**src/bls_pkg.sv**
```systemverilog
// Package for the box line sum convolver: FSM states, register indexes,
// sample format codes and the sample reduction function. No dependencies.
`timescale 1ns / 1ps

package bls_pkg;

  typedef enum logic [2:0] {
    ST_IDLE,
    ST_SCAN,
    ST_MAC,
    ST_DIVGO,
    ST_DIV,
    ST_DONE
  } state_e;

  localparam logic [2:0] REG_LINE_INDEX    = 3'd0;
  localparam logic [2:0] REG_LINE_START    = 3'd1;
  localparam logic [2:0] REG_LINE_END      = 3'd2;
  localparam logic [2:0] REG_LINE_WEIGHT   = 3'd3;
  localparam logic [2:0] REG_LINE_COUNT    = 3'd4;
  localparam logic [2:0] REG_AREA          = 3'd5;
  localparam logic [2:0] REG_ROUNDING      = 3'd6;
  localparam logic [2:0] REG_SAMPLE_FORMAT = 3'd7;

  localparam logic [2:0] FMT_UCHAR  = 3'd0;
  localparam logic [2:0] FMT_SCHAR  = 3'd1;
  localparam logic [2:0] FMT_USHORT = 3'd2;
  localparam logic [2:0] FMT_SHORT  = 3'd3;

  function automatic logic signed [31:0] reduce_sample(input logic [31:0] raw,
                                                       input logic [2:0]  fmt);
    logic signed [31:0] r;
    case (fmt)
      FMT_UCHAR:  r = {24'd0, raw[7:0]};
      FMT_SCHAR:  r = {{24{raw[7]}}, raw[7:0]};
      FMT_USHORT: r = {16'd0, raw[15:0]};
      FMT_SHORT:  r = {{16{raw[15]}}, raw[15:0]};
      default:    r = raw;
    endcase
    return r;
  endfunction

endpackage

```
**src/bls_lane.sv**
```systemverilog
// One line accumulator cell: adds the window sample passing by when its
// position lies in [start, end). Depends on bls_pkg.
`timescale 1ns / 1ps

module bls_lane import bls_pkg::*; #(
  parameter int PW = 6,
  parameter int SW = 38
) (
  input  logic                 clk_i,
  input  logic                 clear_i,
  input  logic                 step_i,
  input  logic signed [31:0]   sample_i,
  input  logic [PW-1:0]        pos_i,
  input  logic [6:0]           start_i,
  input  logic [6:0]           end_i,
  output logic signed [SW-1:0] sum_o
);

  localparam int CW = (PW + 1 > 7) ? PW + 1 : 7;

  logic signed [SW-1:0] sum_q, sum_d;
  logic [CW-1:0]        pos_w, st_w, en_w;
  logic                 hit;

  assign pos_w = CW'(pos_i);
  assign st_w  = CW'(start_i);
  assign en_w  = CW'(end_i);
  assign hit   = (st_w <= pos_w) && (pos_w < en_w);

  always_comb begin
    sum_d = sum_q;
    if (clear_i) begin
      sum_d = '0;
    end else if (step_i && hit) begin
      sum_d = sum_q + {{(SW-32){sample_i[31]}}, sample_i};
    end
  end

  always_ff @(posedge clk_i) begin
    sum_q <= sum_d;
  end

  assign sum_o = sum_q;

endmodule

```
**config.mk**
```make
export PLATFORM = sky130hd
export DESIGN_NAME = bls_lane
export DESIGN_NICKNAME = d
export VERILOG_FILES = /design/src/bls_pkg.sv /design/src/bls_lane.sv
export SDC_FILE = /design/constraint.sdc
export NUM_CORES = 1
export LEC_CHECK = 0
export BUFFER_PORTS_ARGS = -buffer_cell sky130_fd_sc_hd__buf_4
export CORE_MARGIN = 2
export CORE_UTILIZATION = 50
export CTS_CLUSTER_DIAMETER = 150
export DETAILED_ROUTE_END_ITERATION = 8
export GPL_ROUTABILITY_DRIVEN = 0
export MAX_ROUTING_LAYER = met4
export PLACE_DENSITY = 0.84
export SLEW_MARGIN = 20
export SYNTH_ARGS = -nofsm -noshare
export SYNTH_HDL_FRONTEND = slang
export SYNTH_SLANG_ARGS = --single-unit
```
**constraint.sdc**
```tcl
create_clock -name clk_i -period 2.5 [get_ports clk_i]
set_input_delay 0.375 -clock clk_i [delete_from_list [all_inputs] [get_ports clk_i]]
set_output_delay 0.375 -clock clk_i [all_outputs]
set_load 0.1 [all_outputs]
```
* Word level (Yosys, flattened, before mapping)
Index checks and enable logic that the tools add are counted.
Widths: inputs -> output; s select.
** Operators by class
- $add $sub $neg :: 1
- $lt $le $gt $ge :: 2
- Reductions and logical operators :: 2
** Operator list (number)
- $add 38x38->38 :: 1
- $le 7x6->1 :: 1
- $lt 6x7->1 :: 1
- $logic_and 1x1->1 :: 2
** Word-level totals
- Bits in registers :: 38
- Input bits :: 55
- Output and inout port bits :: 38
- Logic and storage cells :: 6

* Logic depth before layout (Yosys ltp)
- Word-level depth :: 3
- Mapped depth :: 12
- Depth with buffers taken out :: 12

* Worst setup path before layout
OpenSTA, ideal clock, no wires.
- Path kind :: flip-flop to flip-flop
- Start point :: register sum_q[0] (netlist: sum_o[0])
- End point :: register sum_q[32] (netlist: sum_o[32])
- Setup time :: 0.106 ns
- Arrival time :: 3.340 ns
- Setup slack :: -0.946 ns
- Cell stages (with the launch flop) :: 13
- Cell sequence :: dfxtp_1 ha_1 inv_1 fa_1 nand2b_1 a21oi_1 o31ai_4 a31oi_1 or4_4 a21o_2 a21oi_1 or4b_2 o311ai_0
** Between the ends
- Cells in the longest elaborated chain, start to end :: 1
** RTL lines
- start: declaration :: RTL line bls_lane.sv:21 : logic signed [SW-1:0] sum_q, sum_d;
- start signal: assignment :: RTL line bls_lane.sv:40 : sum_q <= sum_d;
- $add 38x38->38 :: RTL line bls_lane.sv:35 : sum_d = sum_q + {{(SW-32){sample_i[31]}}, sample_i};
Every way passes these cells.
A chain may end at the register's enable or synchronous reset.

* Worst setup path after layout
- Start point :: register sum_q[21] (netlist: sum_o[21])
- End point :: register sum_q[37] (netlist: sum_o[37])
Same word-level chain as after synthesis.

==> results.ini <==
[run_status]
status=finished with violations
violations=negative setup slack

[clock_network]
worstSkewPairLatency_ps=300
cts-buffers-inserted=5
path_clk_slew_ps=80
number_of_levels_in_the_clock_h_tree=2
cts_tree=yes
cts_buffer_depth=2
cts_num_sinks=38
clk_root_buffer_cell=sky130_fd_sc_hd__clkbuf_8

[timing]
clock-skew-final_ps=10.8
grt_setup_unrepaired=yes
max_freq_mhz=381
whs_ps=478
final_hold_viol_count=0
finalWorstSetupSlack_ps=-127
fin_tns_setup_ps=-421
final_max_slew_viol_count=0
max_slew.worst_pin.slew_ps=487
final_min_period_over_clock_period_pct=105
slew_headroom_pct=66.7
setup_viol=7
post_layout_minimum_cycle_time_ps=2630

[synthesis]
synth_top_area_cell=sky130_fd_sc_hd__dfxtp_1
synth-edff-count=0
fraction_of_post_synthesis_cell_area_in_the_top_cell_type_by_area_pct=20.0
synth.distinct_cells=64
syn_area_per_cell_um2=7.98
ys_top_cells_by_area=sky130_fd_sc_hd__dfxtp_1 20%, sky130_fd_sc_hd__ha_1 16%, sky130_fd_sc_hd__mux2i_1 7.1%
ys_ff_latch=38
synthesis.area_mm2=0.00381
yosysSeqAreaShare_pct=20.0
yosys_warnings=0
ys_dominant_reg_cell=sky130_fd_sc_hd__dfxtp_1
syn-num-nets=582
postSynthCellCount=478
ys_async_sr_fraction_pct=0

[placement]
post_dp_cell_area_mm2=0.00553
post-dp-hpwl_mm=9.36
port_buffers=92
placed_cells=744
place_worst_setup_slack_ps=-357

[worst_setup_path]
worst-path-max-fanout=5
path_cells=ha_1 -> and2_1 -> nand3_1 -> nor4_2 -> and2_4 -> a221oi_4 -> a211oi_2 -> xor2_1 -> a21oi_1 -> a31o_2
critPathKind=register to register
critical_path_origin=sum_o[21]
max_stage_delay_ps=430
timing.critical_path.required_ps=2710
arrival_ps=2830
crit-reg2reg-launch=sum_o[21]
endpoint_kind=register
crit_start_category=register
timing.critical_path.slowest_stage_cell=sky130_fd_sc_hd__nor4_2

[power]
powerDensity_mw_per_mm2=467
clock_share_of_power_pct=15.4
design_power_total_mw=2.75
vdd_ir_drop_max_mv=0.377
comb_power_share_pct=59.0
p_leak_nw=2.83
sequential_cell_fraction_of_total_power_pct=25.6
power.internal_mw=1.51
total_switching_power_mw=1.25
power_switching_share_pct=45.3

[final_layout]
largest_reg_flops=38
flow.area_growth_from_synthesis_pct=54.6
finished_layout_cells=759
most-common-layout-cells=192 x sky130_fd_sc_hd__buf_4, 45 x sky130_fd_sc_hd__nor2_1, 34 x sky130_fd_sc_hd__ha_1
antenna_cells=0
layout_cell_share_with_drive_strength_beyond_1_pct=45.2
mostFrequentLayoutCell=sky130_fd_sc_hd__buf_4
final_standard_cell_area_without_fillers_mm2=0.00590
post-route-util_pct=80.4
num-nets-final=764

[die]
fp.coreArea_mm2=0.00733
die_width_um=91.3
ios=93
rows=31
die-area_mm2=0.00834
die_y_um=91.3
initial_standard_cell_utilization_of_the_core_pct=52.0

[hold_path]
worstHoldPathType=input port to register
timing.hold.worst.start=sample_i[0]

[global_route]
first_global_vias=4534
antenna_found_initial=0
grt_ovf=0
grtUsageTotal_pct=29.7
grt_first_pass_wirelength_mm=20.0
grt_start_max_net_pins=46

[drt]
remaining_antenna_violation_count=0
first_iter_violations=246
detailroute.via_count=4505
route.detailed.vias_per_inst=5.94
drt_pass_1_iters=5
drc_errors=0
wl_mm=12.9
drt-wirelength-per-cell_um=17.0

[run]
drv_cap=0

-- power groups by stage --
stage	Clock [mW]	Combinational, mW	Sequential, mW
after CTS	0.444	1.53	0.700
after detailed placement	0	1.50	0.714
after global routing	0.456	1.72	0.711
final	0.425	1.62	0.704
after global placement	0	1.46	0.710
after floorplan	0	0.644	1.07
-- synth_stat cells (all sizes together), types with 3 or more instances --
library cell,instances
nor2,49
a21oi,48
ha,48
dfxtp,38
nand2,30
mux2i,27
inv,26
a21o,23
xnor2,21
o21ai,18
nand3,12
clkbuf,10
xor2,10
buf,9
nand2b,9
nand4,7
o21bai,7
a211oi,6
and3,6
nor3,6
and2,5
o211ai,5
a31oi,4
and4,4
nor2b,4
nor3b,4
a22oi,3
a31o,3
o21a,3
o31ai,3
-- timing repair --
item | in CTS | in global routing
gates resized for setup | 9 | 32
setup buffers | 3 | 5
hold buffers | 0 | 0
setup endpoints to repair | 11 | 19
pin swaps | 10 | 18
-- cell families (layout without fill, tap and decap cells) --
kind of cell	count (synthesis)	in the layout	share of synthesized area (%)
adder cells (fa/ha/maj)	49	49	16.3
XOR/XNOR	31	31	7.12
AND/OR/NAND/NOR	149	149	19.8
buffers and inverters	45	227	5.12
AO/OA/AOI/OAI	138	138	24.4
multiplexers	28	28	7.38
flip-flops	38	38	20.0
-- critical path: cells and delay by family, from the launching register on --
kind / cells / cell delay, ps
flops: 1 / 340
simple gates: 4 / 1000
fa+ha+maj: 1 / 350
compound gates: 4 / 580
xor+xnor: 1 / 260
-- final timing paths --
check | endpoint | slack (ps) | depth (start not counted)
max | sum_o[37] | -130 | 10
max reg2reg | sum_o[37] | -130 | 10
min reg2reg | sum_o[31] | 500 | 1
min | sum_o[0] | 480 | 4
-- area by class of cell --
class                      instances  area, um2
clock buffer                       6       72.6
inverter                          26       97.6
sequential                        38        878
clock inverter                     1       7.51
tap                               99        124
fill                             449       1440
timing repair buffer             194       1470
multi-input combinational        395       3240
-- per-layer routing --
layer	global-route usage (%)	share of wire [%]
met1	32.1	38
met5	-	0
met3	5.31	7.0
met2	53.0	51
met4	13.6	4.5
Note: power is estimated with default switching activity, not from simulation.
