==> src/bls_pkg.sv <==
// Package for the box line sum convolver: FSM states, register indexes,
// sample format codes and the sample reduction function. No dependencies.
`timescale 1ns / 1ps

package bls_pkg;

  typedef enum logic [2:0] {
    ST_IDLE,
    ST_SCAN,
    ST_MAC,
    ST_DIVGO,
    ST_DIV,
    ST_DONE
  } state_e;

  localparam logic [2:0] REG_LINE_INDEX    = 3'd0;
  localparam logic [2:0] REG_LINE_START    = 3'd1;
  localparam logic [2:0] REG_LINE_END      = 3'd2;
  localparam logic [2:0] REG_LINE_WEIGHT   = 3'd3;
  localparam logic [2:0] REG_LINE_COUNT    = 3'd4;
  localparam logic [2:0] REG_AREA          = 3'd5;
  localparam logic [2:0] REG_ROUNDING      = 3'd6;
  localparam logic [2:0] REG_SAMPLE_FORMAT = 3'd7;

  localparam logic [2:0] FMT_UCHAR  = 3'd0;
  localparam logic [2:0] FMT_SCHAR  = 3'd1;
  localparam logic [2:0] FMT_USHORT = 3'd2;
  localparam logic [2:0] FMT_SHORT  = 3'd3;

  function automatic logic signed [31:0] reduce_sample(input logic [31:0] raw,
                                                       input logic [2:0]  fmt);
    logic signed [31:0] r;
    case (fmt)
      FMT_UCHAR:  r = {24'd0, raw[7:0]};
      FMT_SCHAR:  r = {{24{raw[7]}}, raw[7:0]};
      FMT_USHORT: r = {16'd0, raw[15:0]};
      FMT_SHORT:  r = {{16{raw[15]}}, raw[15:0]};
      default:    r = raw;
    endcase
    return r;
  endfunction

endpackage

==> src/bls_div.sv <==
// Bit-serial restoring divider: one quotient bit per cycle, unsigned.
// Depends on bls_pkg.
`timescale 1ns / 1ps

module bls_div import bls_pkg::*; #(
  parameter int DW = 53
) (
  input  logic          clk_i,
  input  logic          rst_ni,
  input  logic          start_i,
  input  logic [DW-1:0] dividend_i,
  input  logic [30:0]   divisor_i,
  output logic          busy_o,
  output logic [DW-1:0] quotient_o
);

  localparam int CNW = $clog2(DW + 1);

  logic [31:0]    rem_q, rem_d;
  logic [DW-1:0]  quo_q, quo_d;
  logic [CNW-1:0] cnt_q, cnt_d;
  logic [31:0]    trial;
  logic           fits;

  assign trial = {rem_q[30:0], quo_q[DW-1]};
  assign fits  = trial >= {1'b0, divisor_i};

  always_comb begin
    rem_d = rem_q;
    quo_d = quo_q;
    cnt_d = cnt_q;
    if (start_i) begin
      rem_d = '0;
      quo_d = dividend_i;
      cnt_d = CNW'(DW);
    end else if (cnt_q != '0) begin
      rem_d = fits ? trial - {1'b0, divisor_i} : trial;
      quo_d = {quo_q[DW-2:0], fits};
      cnt_d = cnt_q - 1'b1;
    end
  end

  always_ff @(posedge clk_i or negedge rst_ni) begin
    if (!rst_ni) begin
      cnt_q <= '0;
    end else begin
      cnt_q <= cnt_d;
    end
  end

  always_ff @(posedge clk_i) begin
    rem_q <= rem_d;
    quo_q <= quo_d;
  end

  assign busy_o     = cnt_q != '0;
  assign quotient_o = quo_q;

endmodule

==> config.mk <==
export PLATFORM = sky130hd
export DESIGN_NAME = bls_div
export DESIGN_NICKNAME = d
export VERILOG_FILES = /design/src/bls_pkg.sv /design/src/bls_div.sv
export SDC_FILE = /design/constraint.sdc
export NUM_CORES = 1
export LEC_CHECK = 0
export BUFFER_PORTS_ARGS = -buffer_cell sky130_fd_sc_hd__buf_2
export CORE_ASPECT_RATIO = 0.6
export CORE_MARGIN = 3
export CORE_UTILIZATION = 49
export DETAILED_ROUTE_END_ITERATION = 10
export GPL_ROUTABILITY_DRIVEN = 0
export GPL_TIMING_DRIVEN = 0
export PLACE_DENSITY = 0.77
export SYNTH_ARGS = -nofsm -noshare
export SYNTH_HDL_FRONTEND = slang
export SYNTH_SLANG_ARGS = --single-unit
==> constraint.sdc <==
create_clock -name clk_i -period 2.8 [get_ports clk_i]
set_input_delay 0.28 -clock clk_i [delete_from_list [all_inputs] [get_ports clk_i]]
set_output_delay 0.28 -clock clk_i [all_outputs]
set_load 0.1 [all_outputs]
* After elaboration in Yosys (flattened, before gate mapping)
Index checks and enable logic that the tools add are counted.
** Word-level totals
- Register bits after elaboration :: 90
- Word-level logic and storage cells :: 13
** Cells by class
- Magnitude comparators :: 1
- Muxes and demuxes :: 5
- Add/sub/neg operators :: 2
- Reduce and logical (&&, ||, !) cells :: 2
** Operator list (count)
- two-way mux 53 bit :: 2
- >= comparator 32 x 31 -> 1 bit :: 1
- two-way mux 31 bit :: 1
- subtractor 31 bit :: 1
- two-way mux 6 bit :: 2
- nonzero test 6 bit :: 1
- subtractor 6 x 1 -> 6 bit (second input constant) :: 1
- nonzero test 2 bit :: 1

* Logic depth before layout (Yosys ltp)
Gate-level depths: netlist (run 1).
- Word-level depth :: 3
- Depth in mapped cells :: 14
- Gate-level depth less buffers :: 12

* Worst setup path after synthesis (run 1)
OpenSTA, ideal clock, no wires.
- Kind :: register to register
- Start :: reg quo_q[52], in the netlist quotient_o[52]
- End :: reg rem_q[29]
- Period minus slack after synthesis :: 3.418 ns
- Arrival time :: 3.301 ns
- Required time :: 2.683 ns
- Setup time :: 0.117 ns
- Cell stages (with the launch flop) :: 14
- Setup slack :: -0.618 ns
- Cell sequence :: edfxtp_1 inv_1 ha_1 fa_1 nor2b_2 o31a_1 o21ai_2 a21oi_2 o221ai_4 nand2_4 buf_6 nand2_1 mux2_1 a32o_1
** On the way
- Longest elaborated chain between the ends :: 2
- Elaborated cells between the ends (all ways) :: 3
** Ends and longest elaborated chain
- start: declaration :: RTL line bls_div.sv:20 : logic [DW-1:0] quo_q, quo_d;
- start signal: assignment :: RTL line bls_div.sv:53 : quo_q <= quo_d;
- subtractor 31 bit or >= comparator 32 x 31 -> 1 bit (tied branches) :: RTL line bls_div.sv:37, bls_div.sv:26
- two-way mux 31 bit * :: RTL line bls_div.sv:37 : rem_d = fits ? trial - {1'b0, divisor_i} : trial;
- end signal: assignment :: RTL line bls_div.sv:52 : rem_q <= rem_d;
- end: declaration :: RTL line bls_div.sv:19 : logic [31:0] rem_q, rem_d;
Every way passes the cells marked *; elsewhere a longest branch is shown, timed or not.
A chain may end at the register's enable or synchronous reset.

* Worst setup path after layout (run 1)
- Start :: reg rem_q[8]
- End :: reg quo_q[0], in the netlist quotient_o[0] (data pin)
** On the way
- Longest elaborated chain between the ends :: 3
** Ends and longest elaborated chain
- >= comparator 32 x 31 -> 1 bit :: RTL line bls_div.sv:26 : assign fits = trial >= {1'b0, divisor_i};
- two-way mux 53 bit :: RTL line bls_div.sv:36 : end else if (cnt_q != '0) begin
- two-way mux 53 bit :: RTL line bls_div.sv:32 : if (start_i) begin
- named net quo_d[0] :: RTL line bls_div.sv:20
The timed path passes the listed nets, and every way through them passes these cells. The select of a mux whose other input is x is not followed.

==> impl_metrics.toml, run 1 <==
[status]
run_status = "finished with violations"
violations = "setup timing"

[global_routing]
grt.overflow.total = 0
grt_pass1_wl_um = 23400
grt_pass1_vias = 4571
grt_max_degree = 46
grt_usage_pct = 23.5
antenna_found_initial = 0

[placed_design]
placed_area_um2 = 6550
port_buffers = 139
pre_cts_ws_ns = -0.298
dp.cells = 840
dp_hpwl_um = 11700

[floorplanning]
die_width_um = 145
die_area_um2 = 12900
io_pins = 141
num_rows = 29
core-area_um2 = 10900
start_util_pct = 51.9
fp.dieH_um = 89.2

[sta]
rsz0062_at_grt = "yes"
fin_worst_skew_ns = 0.00893
hold_viol_final = 0
worst_pin_slew_ns = 0.867
finalCriticalPeriod_ns = 2.81
tns_ns = -0.0126
report.final.slew_viol_count = 0
setup_viol = 1
period_share_pct = 100
timing.hold.ws_ns = 0.228
slew-limit-headroom_pct = 42.2
fmax_mhz = 356
fin_ws_ns = -0.0126

[final_layout]
final_cells = 869
antenna_cells = 0
layout-drive-gt1-share_pct = 39.9
final_util_pct = 66.4
nFillCells = 844
final_nets = 845
areaGrowthSynthToFinish_pct = 27.9
stdcell_area_um2 = 7230

[setup_path]
critPathMaxFanout = 10
worstPathRequired_ns = 2.91
cp.arrival_ns = 2.92
critical_path_class = "reg -> reg"
cp-end-kind = "flop"
cp-start-kind = "flop"

[clocking]
cts_tree = "yes"
numCtsBuffers = 9
clockBufferDepth = 2
numClockSinks = 90
root_buffer = "clkbuf_16"
cts-htree-levels = 3
clkTransAtPathRegs_ns = 0.07
worstSkewPairLatency_ns = 0.35

[yosys]
yosysUniqueCellTypes = 65
synth_top_area_cell = "edfxtp_1"
synth_nets = 681
synthFlopType = "edfxtp_1"
ys_warn_count = 0
synth-seq-cells = 90
avgSynthCellArea_um2 = 10.1
syn_area_um2 = 5650
yosysSeqAreaShare_pct = 41.8
yosys-top-cells-area = "edfxtp_1 28%, dfxtp_1 11%, mux2_2 11%"
synth_top_area_share_pct = 28.2
synth_edf_count = 53
synthCells = 561
postSynth.asyncResetShare_pct = 6.67

[route]
wl_per_cell_um = 18.3
num_vias = 5023
firstDrtPassIters = 5
drtIter0Drc = 511
ant_nets = 0
routed_wl_um = 15900
drc_errors = 0
via_per_inst = 5.78

[job]
cap_violations = 0

[min_path]
hold_class = "in -> reg"

[pwr]
max-vdd-ir-drop_mv = 0.323
total_power_mw = 4.16
cellPowerDensity_nw_per_um2 = 575
p_leak_nw = 3.10
-- metal layers --
layer  GRT usage, %  vias up  wire (um)
met4           5.17        0        184
met5              0        -          0
met2           33.6      227       7050
met3           6.36       22       1310
li1               -     2385          -
met1           35.4     2389       7360
-- logic make-up after synthesis --
group                    count (synthesis)  share of synthesized area, %
AO/OA/AOI/OAI                          150                          18.5
XOR/XNOR                                25                          3.88
adder cells (fa/ha/maj)                 33                          7.44
buffers and inverters                   65                          4.74
flip-flops                              90                          41.8
multiplexers                            60                          11.8
AND/OR/NAND/NOR                        138                          11.8
-- flip-flops by register name (all words and copies together), names as in the netlist --
name        cells
rem_q          31
cnt_q           6
quotient_o     53
-- layout by cell type, fill, tap and decap left out, types with 6 or more instances in the layout --
| cell | count |
|---|---|
| a21oi_2 | 8 |
| nand2_1 | 49 |
| o21ai_0 | 12 |
| a211oi_1 | 6 |
| clkbuf_1 | 13 |
| xnor2_1 | 14 |
| nor2b_1 | 6 |
| nand2b_1 | 6 |
| ha_1 | 27 |
| nor2_1 | 34 |
| a211oi_2 | 10 |
| o21ai_1 | 15 |
| o211ai_1 | 11 |
| buf_2 | 141 |
| edfxtp_1 | 53 |
| nor3_1 | 7 |
| dfrtp_1 | 6 |
| o21a_1 | 6 |
| dfxtp_1 | 30 |
| mux2_2 | 54 |
| buf_4 | 14 |
| a21oi_1 | 38 |
| nand3_1 | 11 |
| clkbuf_16 | 9 |
| xor2_1 | 11 |
| inv_1 | 39 |
-- power breakdown --
group | internal, mW | switching [mW]
Sequential | 1.52 | 0.0708
Combinational | 0.371 | 0.947
Clock | 0.700 | 0.548
Total | 2.59 | 1.57
-- what timing repair did --
item	4_1_cts	5_1_grt
buffers inserted	8	6
endpoints found under the setup margin	33	77
pin swaps	5	17
gates resized for setup	17	42
hold buffers	1	0
cloned	0	0
endpoints found under the hold margin	6	0
-- layout make-up --
class | instances | area, um^2 | area share [%]
Tap cell | 139 | 174 | 2.41
Buffer | 21 | 130 | 1.80
Timing Repair Buffer | 155 | 837 | 11.6
Multi-Input combinational cell | 406 | 3260 | 45.1
Clock buffer | 9 | 225 | 3.12
Clock inverter | 7 | 77.6 | 1.07
Inverter | 42 | 158 | 2.18
Sequential cell | 90 | 2360 | 32.7
-- worst max-delay path: stages (launching register included) --
cell,delay (ns)
dfxtp_1,0.35
ha_1,0.37
and3_1,0.26
and3_1,0.19
a41oi_2,0.27
o2111ai_2,0.19
o221ai_4,0.27
nand2_4,0.11
buf_12,0.17
buf_6,0.14
mux2_2,0.26
-- synth_stat cells (all sizes together), types with 3 or more instances --
library cell,instances
nor3,8
nand3,12
nor2b,8
o211ai,11
mux2,55
mux2i,5
nor2,34
dfxtp,31
a21o,4
nand2,51
ha,32
or3,4
nor3b,5
buf,9
inv,42
o21bai,5
a311oi,5
nand2b,6
o21ai,31
dfrtp,6
edfxtp,53
o21a,6
a211oi,17
xnor2,14
and3,4
o2111ai,3
a21oi,47
xor2,11
o22ai,3
clkbuf,14
-- path summary, 6_finish.rpt --
path	startpoint	to	slack, ns	cells after the start
hold reg to reg	rem_q[14]	rem_q[14]	0.49	2
min in group asynchronous	rst_ni	cnt_q[1]	0.31	2
setup reg to reg	rem_q[8]	quotient_o[0]	-0.01	10
max in group asynchronous	rst_ni	cnt_q[4]	2.34	2
setup / recovery	rem_q[8]	quotient_o[0]	-0.01	10
hold / removal	dividend_i[13]	quotient_o[13]	0.23	2
(Power assumes the default switching activity.)
==> run 2, diff against run 1 <==
- PLACE_DENSITY: 0.77 -> 0.87
- SKIP_CTS_REPAIR_TIMING: unset -> 1
==> run 2 against run 1 <==
Compared with the run above:
- the run still ends with setup timing left
- sequential power barely moved
- clock-buffer cell count rose by 1
- final area fell by 0.85%
- largest cell class unchanged
- maximum frequency fell by 1.9%
- sequential cell count did not move
- first-iteration DRC count fell by 31%
==> impl_metrics.toml, run 2 (synthesized netlist as in run 1, its figures left out) <==
[status]
run_status = "finished with violations"
violations = "setup timing"

[floorplanning]
num_rows = 29
start_util_pct = 51.9
fp.dieH_um = 89.2
core-area_um2 = 10900
die_area_um2 = 12900
die_width_um = 145
io_pins = 141

[clocking]
cts_tree = "yes"
clkTransAtPathRegs_ns = 0.07
worstSkewPairLatency_ns = 0.34
root_buffer = "clkbuf_16"
clockBufferDepth = 2
numClockSinks = 90
cts-htree-levels = 3
numCtsBuffers = 9

[pwr]
total_power_mw = 4.15
max-vdd-ir-drop_mv = 0.405
cellPowerDensity_nw_per_um2 = 579
p_leak_nw = 3.10

[sta]
slew-limit-headroom_pct = 53.0
setup_viol = 14
finalCriticalPeriod_ns = 2.87
fin_ws_ns = -0.0677
hold_viol_final = 0
report.final.slew_viol_count = 0
fin_worst_skew_ns = 0.00584
worst_pin_slew_ns = 0.706
fmax_mhz = 349
tns_ns = -0.397
period_share_pct = 102
timing.hold.ws_ns = 0.241
rsz0062_at_grt = "yes"

[final_layout]
final_cell_mix = "141 x buf_2, 53 x edfxtp_1, 52 x mux2_2"
final_util_pct = 65.8
nFillCells = 834
ff_latch_area_um2 = 2360
largest_reg_flops = 53
multi_input_area_um2 = 3210
final_nets = 842
final_common_cell = "buf_2"
areaGrowthSynthToFinish_pct = 26.8
antenna_cells = 0
layout-drive-gt1-share_pct = 38.8

[route]
wl_per_cell_um = 18.6
drtIter0Drc = 351
drc_errors = 0
routed_wl_um = 16100
via_per_inst = 5.79
num_vias = 5017
ant_nets = 0
firstDrtPassIters = 4

[setup_path]
crit_family = "compound AO/OA/AOI/OAI gates"
cp-start-kind = "flop"
max_stage_delay_ns = 0.40
crit_slowest_cell = "edfxtp_1"
cp.arrival_ns = 3.10
critPathMaxFanout = 7
critPathBufInv = 2
critical_path_class = "reg -> reg"
cp_cell_sequence = "inv_2 -> ha_4 -> fa_2 -> nor2b_4 -> o31a_1 -> o21ai_4 -> a21oi_4 -> o221ai_4 -> nand2_4 -> buf_12 -> nand2_1 -> mux2_4 -> a32o_1"
cp-end-kind = "flop"
worstPathRequired_ns = 3.03

[min_path]
hold_class = "in -> reg"

[global_routing]
grt_max_degree = 30
grt_usage_pct = 23.5
grt_pass1_wl_um = 23600
antenna_found_initial = 0
grt.overflow.total = 0
grt_pass1_vias = 4674

[placed_design]
port_buffers = 139
dp_hpwl_um = 12200

[job]
cap_violations = 0
## run 2: worst reg2reg max path: stages (launching register included)
cell,delay (ns)
edfxtp_1,0.40
inv_2,0.06
ha_4,0.17
fa_2,0.39
nor2b_4,0.14
o31a_1,0.26
o21ai_4,0.11
a21oi_4,0.24
o221ai_4,0.18
nand2_4,0.14
buf_12,0.14
nand2_1,0.05
mux2_4,0.26
a32o_1,0.21
## run 2: layout make-up
type | count | area share (%)
inverters | 42 | 2.20
well taps | 139 | 2.43
repair buffers | 151 | 11.3
multi-input cells | 406 | 44.8
clock inverters | 6 | 1.05
plain buffers | 22 | 1.92
clock buffers | 10 | 3.33
flip-flops and latches | 90 | 33.0
## run 2: stage by stage
step / std cells / worst slack, ns / instance area, um^2
2_1_floorplan: 561 / -0.549 / 5660
3_3_place_gp: 839 / -0.431 / 6530
3_5_place_dp: 840 / -0.567 / 6550
4_1_cts: 856 / -0.543 / 6860
5_1_grt: 866 / -0.182 / 7170
6_report: 866 / -0.0677 / 7170
## run 2: where the power goes
part           total (mW)  internal (mW)  switching [mW]  leakage, nW
combinational        1.30          0.360           0.944         2.07
clock                1.25          0.727           0.524        0.151
sequential           1.60           1.52          0.0739        0.880
## run 2: routing by layer
metal	GRT usage (%)	part of all wire, %
met1	36.2	46
met2	34.6	46
met3	4.38	7.4
met4	4.49	0.95
met5	0	0
## run 2: final timing paths
check	startpoint	to	slack (ns)	depth (start not counted)
hold reg to reg	rem_q[1]	rem_q[1]	0.49	2
max in group asynchronous	rst_ni	cnt_q[1]	2.33	2
setup / recovery	quotient_o[52]	rem_q[29]	-0.07	13
setup reg to reg	quotient_o[52]	rem_q[29]	-0.07	13
hold / removal	dividend_i[10]	quotient_o[10]	0.24	2
min in group asynchronous	rst_ni	cnt_q[2]	0.32	2
==> run 3, diff against run 2 <==
- CORE_UTILIZATION: 49 -> 58
- PLACE_DENSITY: 0.87 -> 0.9
- clock period: 2.8 -> 3.4 ns (I/O delays scaled with it)
==> run 3 against run 2 <==
Compared with the run above:
- wire length shrank 2.8%
- first-iteration DRC count increased by 28%
- worst setup slack gained 0.21 ns
- worst hold slack improved by 0.052 ns
- the flow now finishes without violations
==> impl_metrics.toml, run 3 (synthesized netlist as in run 1, its figures left out) <==
[global_routing]
grt_max_degree = 31
grt_usage_pct = 27.1
grt_pass1_vias = 4662
grt.overflow.total = 0
grt_pass1_wl_um = 23400
antenna_found_initial = 0

[route]
via_per_inst = 5.90
drtIter0Drc = 449
wl_per_cell_um = 18.5
drc_errors = 0
ant_nets = 0
routed_wl_um = 15600
firstDrtPassIters = 5
num_vias = 5000

[final_layout]
largest_reg_flops = 53
final_cells = 848
final_common_cell = "buf_2"
final_util_pct = 73.4
areaGrowthSynthToFinish_pct = 21.1
layout-drive-gt1-share_pct = 34.0
final_cell_mix = "143 x buf_2, 54 x mux2_2, 53 x edfxtp_1"
antenna_cells = 0
final_nets = 833

[sta]
slew-limit-headroom_pct = 49.7
period_share_pct = 95.8
hold_viol_final = 0
fmax_mhz = 307
setup_viol = 0
tns_ns = 0
report.final.slew_viol_count = 0
rsz0062_at_grt = "no"
worst_pin_slew_ns = 0.754
fin_worst_skew_ns = 0.00905
finalCriticalPeriod_ns = 3.26
fin_ws_ns = 0.143

[floorplanning]
die_area_um2 = 11000
start_util_pct = 60.6
io_pins = 141
die_width_um = 133
fp.dieH_um = 82.5
core-area_um2 = 9320
num_rows = 27

[setup_path]
worstPathRequired_ns = 3.68
cp.arrival_ns = 3.54
critical_path_class = "reg -> reg"
critPathMaxFanout = 6
cp-start-kind = "flop"
r2r_slack_ns = 0.14
cp-end-kind = "flop"

[placed_design]
port_buffers = 139
dp.cells = 831
dp_hpwl_um = 12000
pre_cts_ws_ns = 0.279

[clocking]
clkTransAtPathRegs_ns = 0.07
numCtsBuffers = 9
root_buffer = "clkbuf_16"
clockBufferDepth = 2
cts_tree = "yes"
numClockSinks = 90
cts-htree-levels = 3
worstSkewPairLatency_ns = 0.34

[min_path]
hold_class = "in -> reg"

[pwr]
max-vdd-ir-drop_mv = 0.364
cellPowerDensity_nw_per_um2 = 492
switching_share_pct = 37.4
p_switching_mw = 1.26
p_leak_nw = 3.00
combPwrFrac_pct = 30.9
total_power_mw = 3.36
pwr-share-clk_pct = 30.1
pwr-share-seq_pct = 39.0
p_int_mw = 2.10

[job]
cap_violations = 0

[status]
run_status = "completed"
[run 3: cell count changes in the layout (fill, tap and decap cells not counted), moves of 3 or more]
cell and delta:
mux2_4 -3, a21oi_2 -4, inv_6 +3, a211oi_1 +3, o21ai_1 -4, a21oi_1 +5, o21ai_0 +5, buf_4 -9
[run 3: path summary, 6_finish.rpt]
path                       depth (start not counted)              to      startpoint
min                                                2  quotient_o[41]  dividend_i[41]
max                                               12       rem_q[27]  quotient_o[52]
max reg2reg                                       12       rem_q[27]  quotient_o[52]
max in group asynchronous                          2        cnt_q[5]          rst_ni
min reg2reg                                        2        rem_q[1]        rem_q[1]
min in group asynchronous                          2        cnt_q[4]          rst_ni
[run 3: worst max-delay path, cell delays in order (launching register included)]
cell and delay (ns):
edfxtp_1 0.40, inv_1 0.07, ha_2 0.20, fa_2 0.36
nor2b_2 0.20, o31a_1 0.27, o21ai_2 0.14, a21oi_2 0.32
o221ai_4 0.20, nand2_4 0.13, nand2_1 0.16, a2111oi_0 0.54
a311o_1 0.20
[run 3: metal layers]
layer  share of wire (%)  GRT usage [%]  vias up  wire length, um
met5                   0              0        -                0
met1                  45           38.7     2385             7000
li1                    -              -     2364                -
met3                 8.6           6.90       25             1350
met2                  45           40.4      226             7030
met4                 1.7           9.24        0              267
[run 3: area by class of cell]
class	instances	area (um^2)
sequential	90	2360
inverter	42	158
clock inverter	7	73.8
tap	130	163
multi-input combinational	406	3030
clock buffer	9	225
fill	714	2480
buffer	23	110
timing repair buffer	141	726
[run 3: per-stage QoR]
stage | area, um^2 | hold slack, ns
floorplan | 5660 | 0.0444
global placement | 6510 | 0.168
detailed placement | 6530 | 0.179
CTS | 6830 | -0.191
global route | 6840 | 0.286
finish | 6840 | 0.293
[run 3: power by group through the flow]
stage                     logic (mW)  registers, mW  clock network [mW]
after floorplan                0.349           1.80                   0
after global placement          1.00           1.33                   0
after detailed placement        1.02           1.33                   0
after CTS                       1.03           1.31                1.03
after global routing            1.09           1.32                1.06
final                           1.04           1.31                1.01
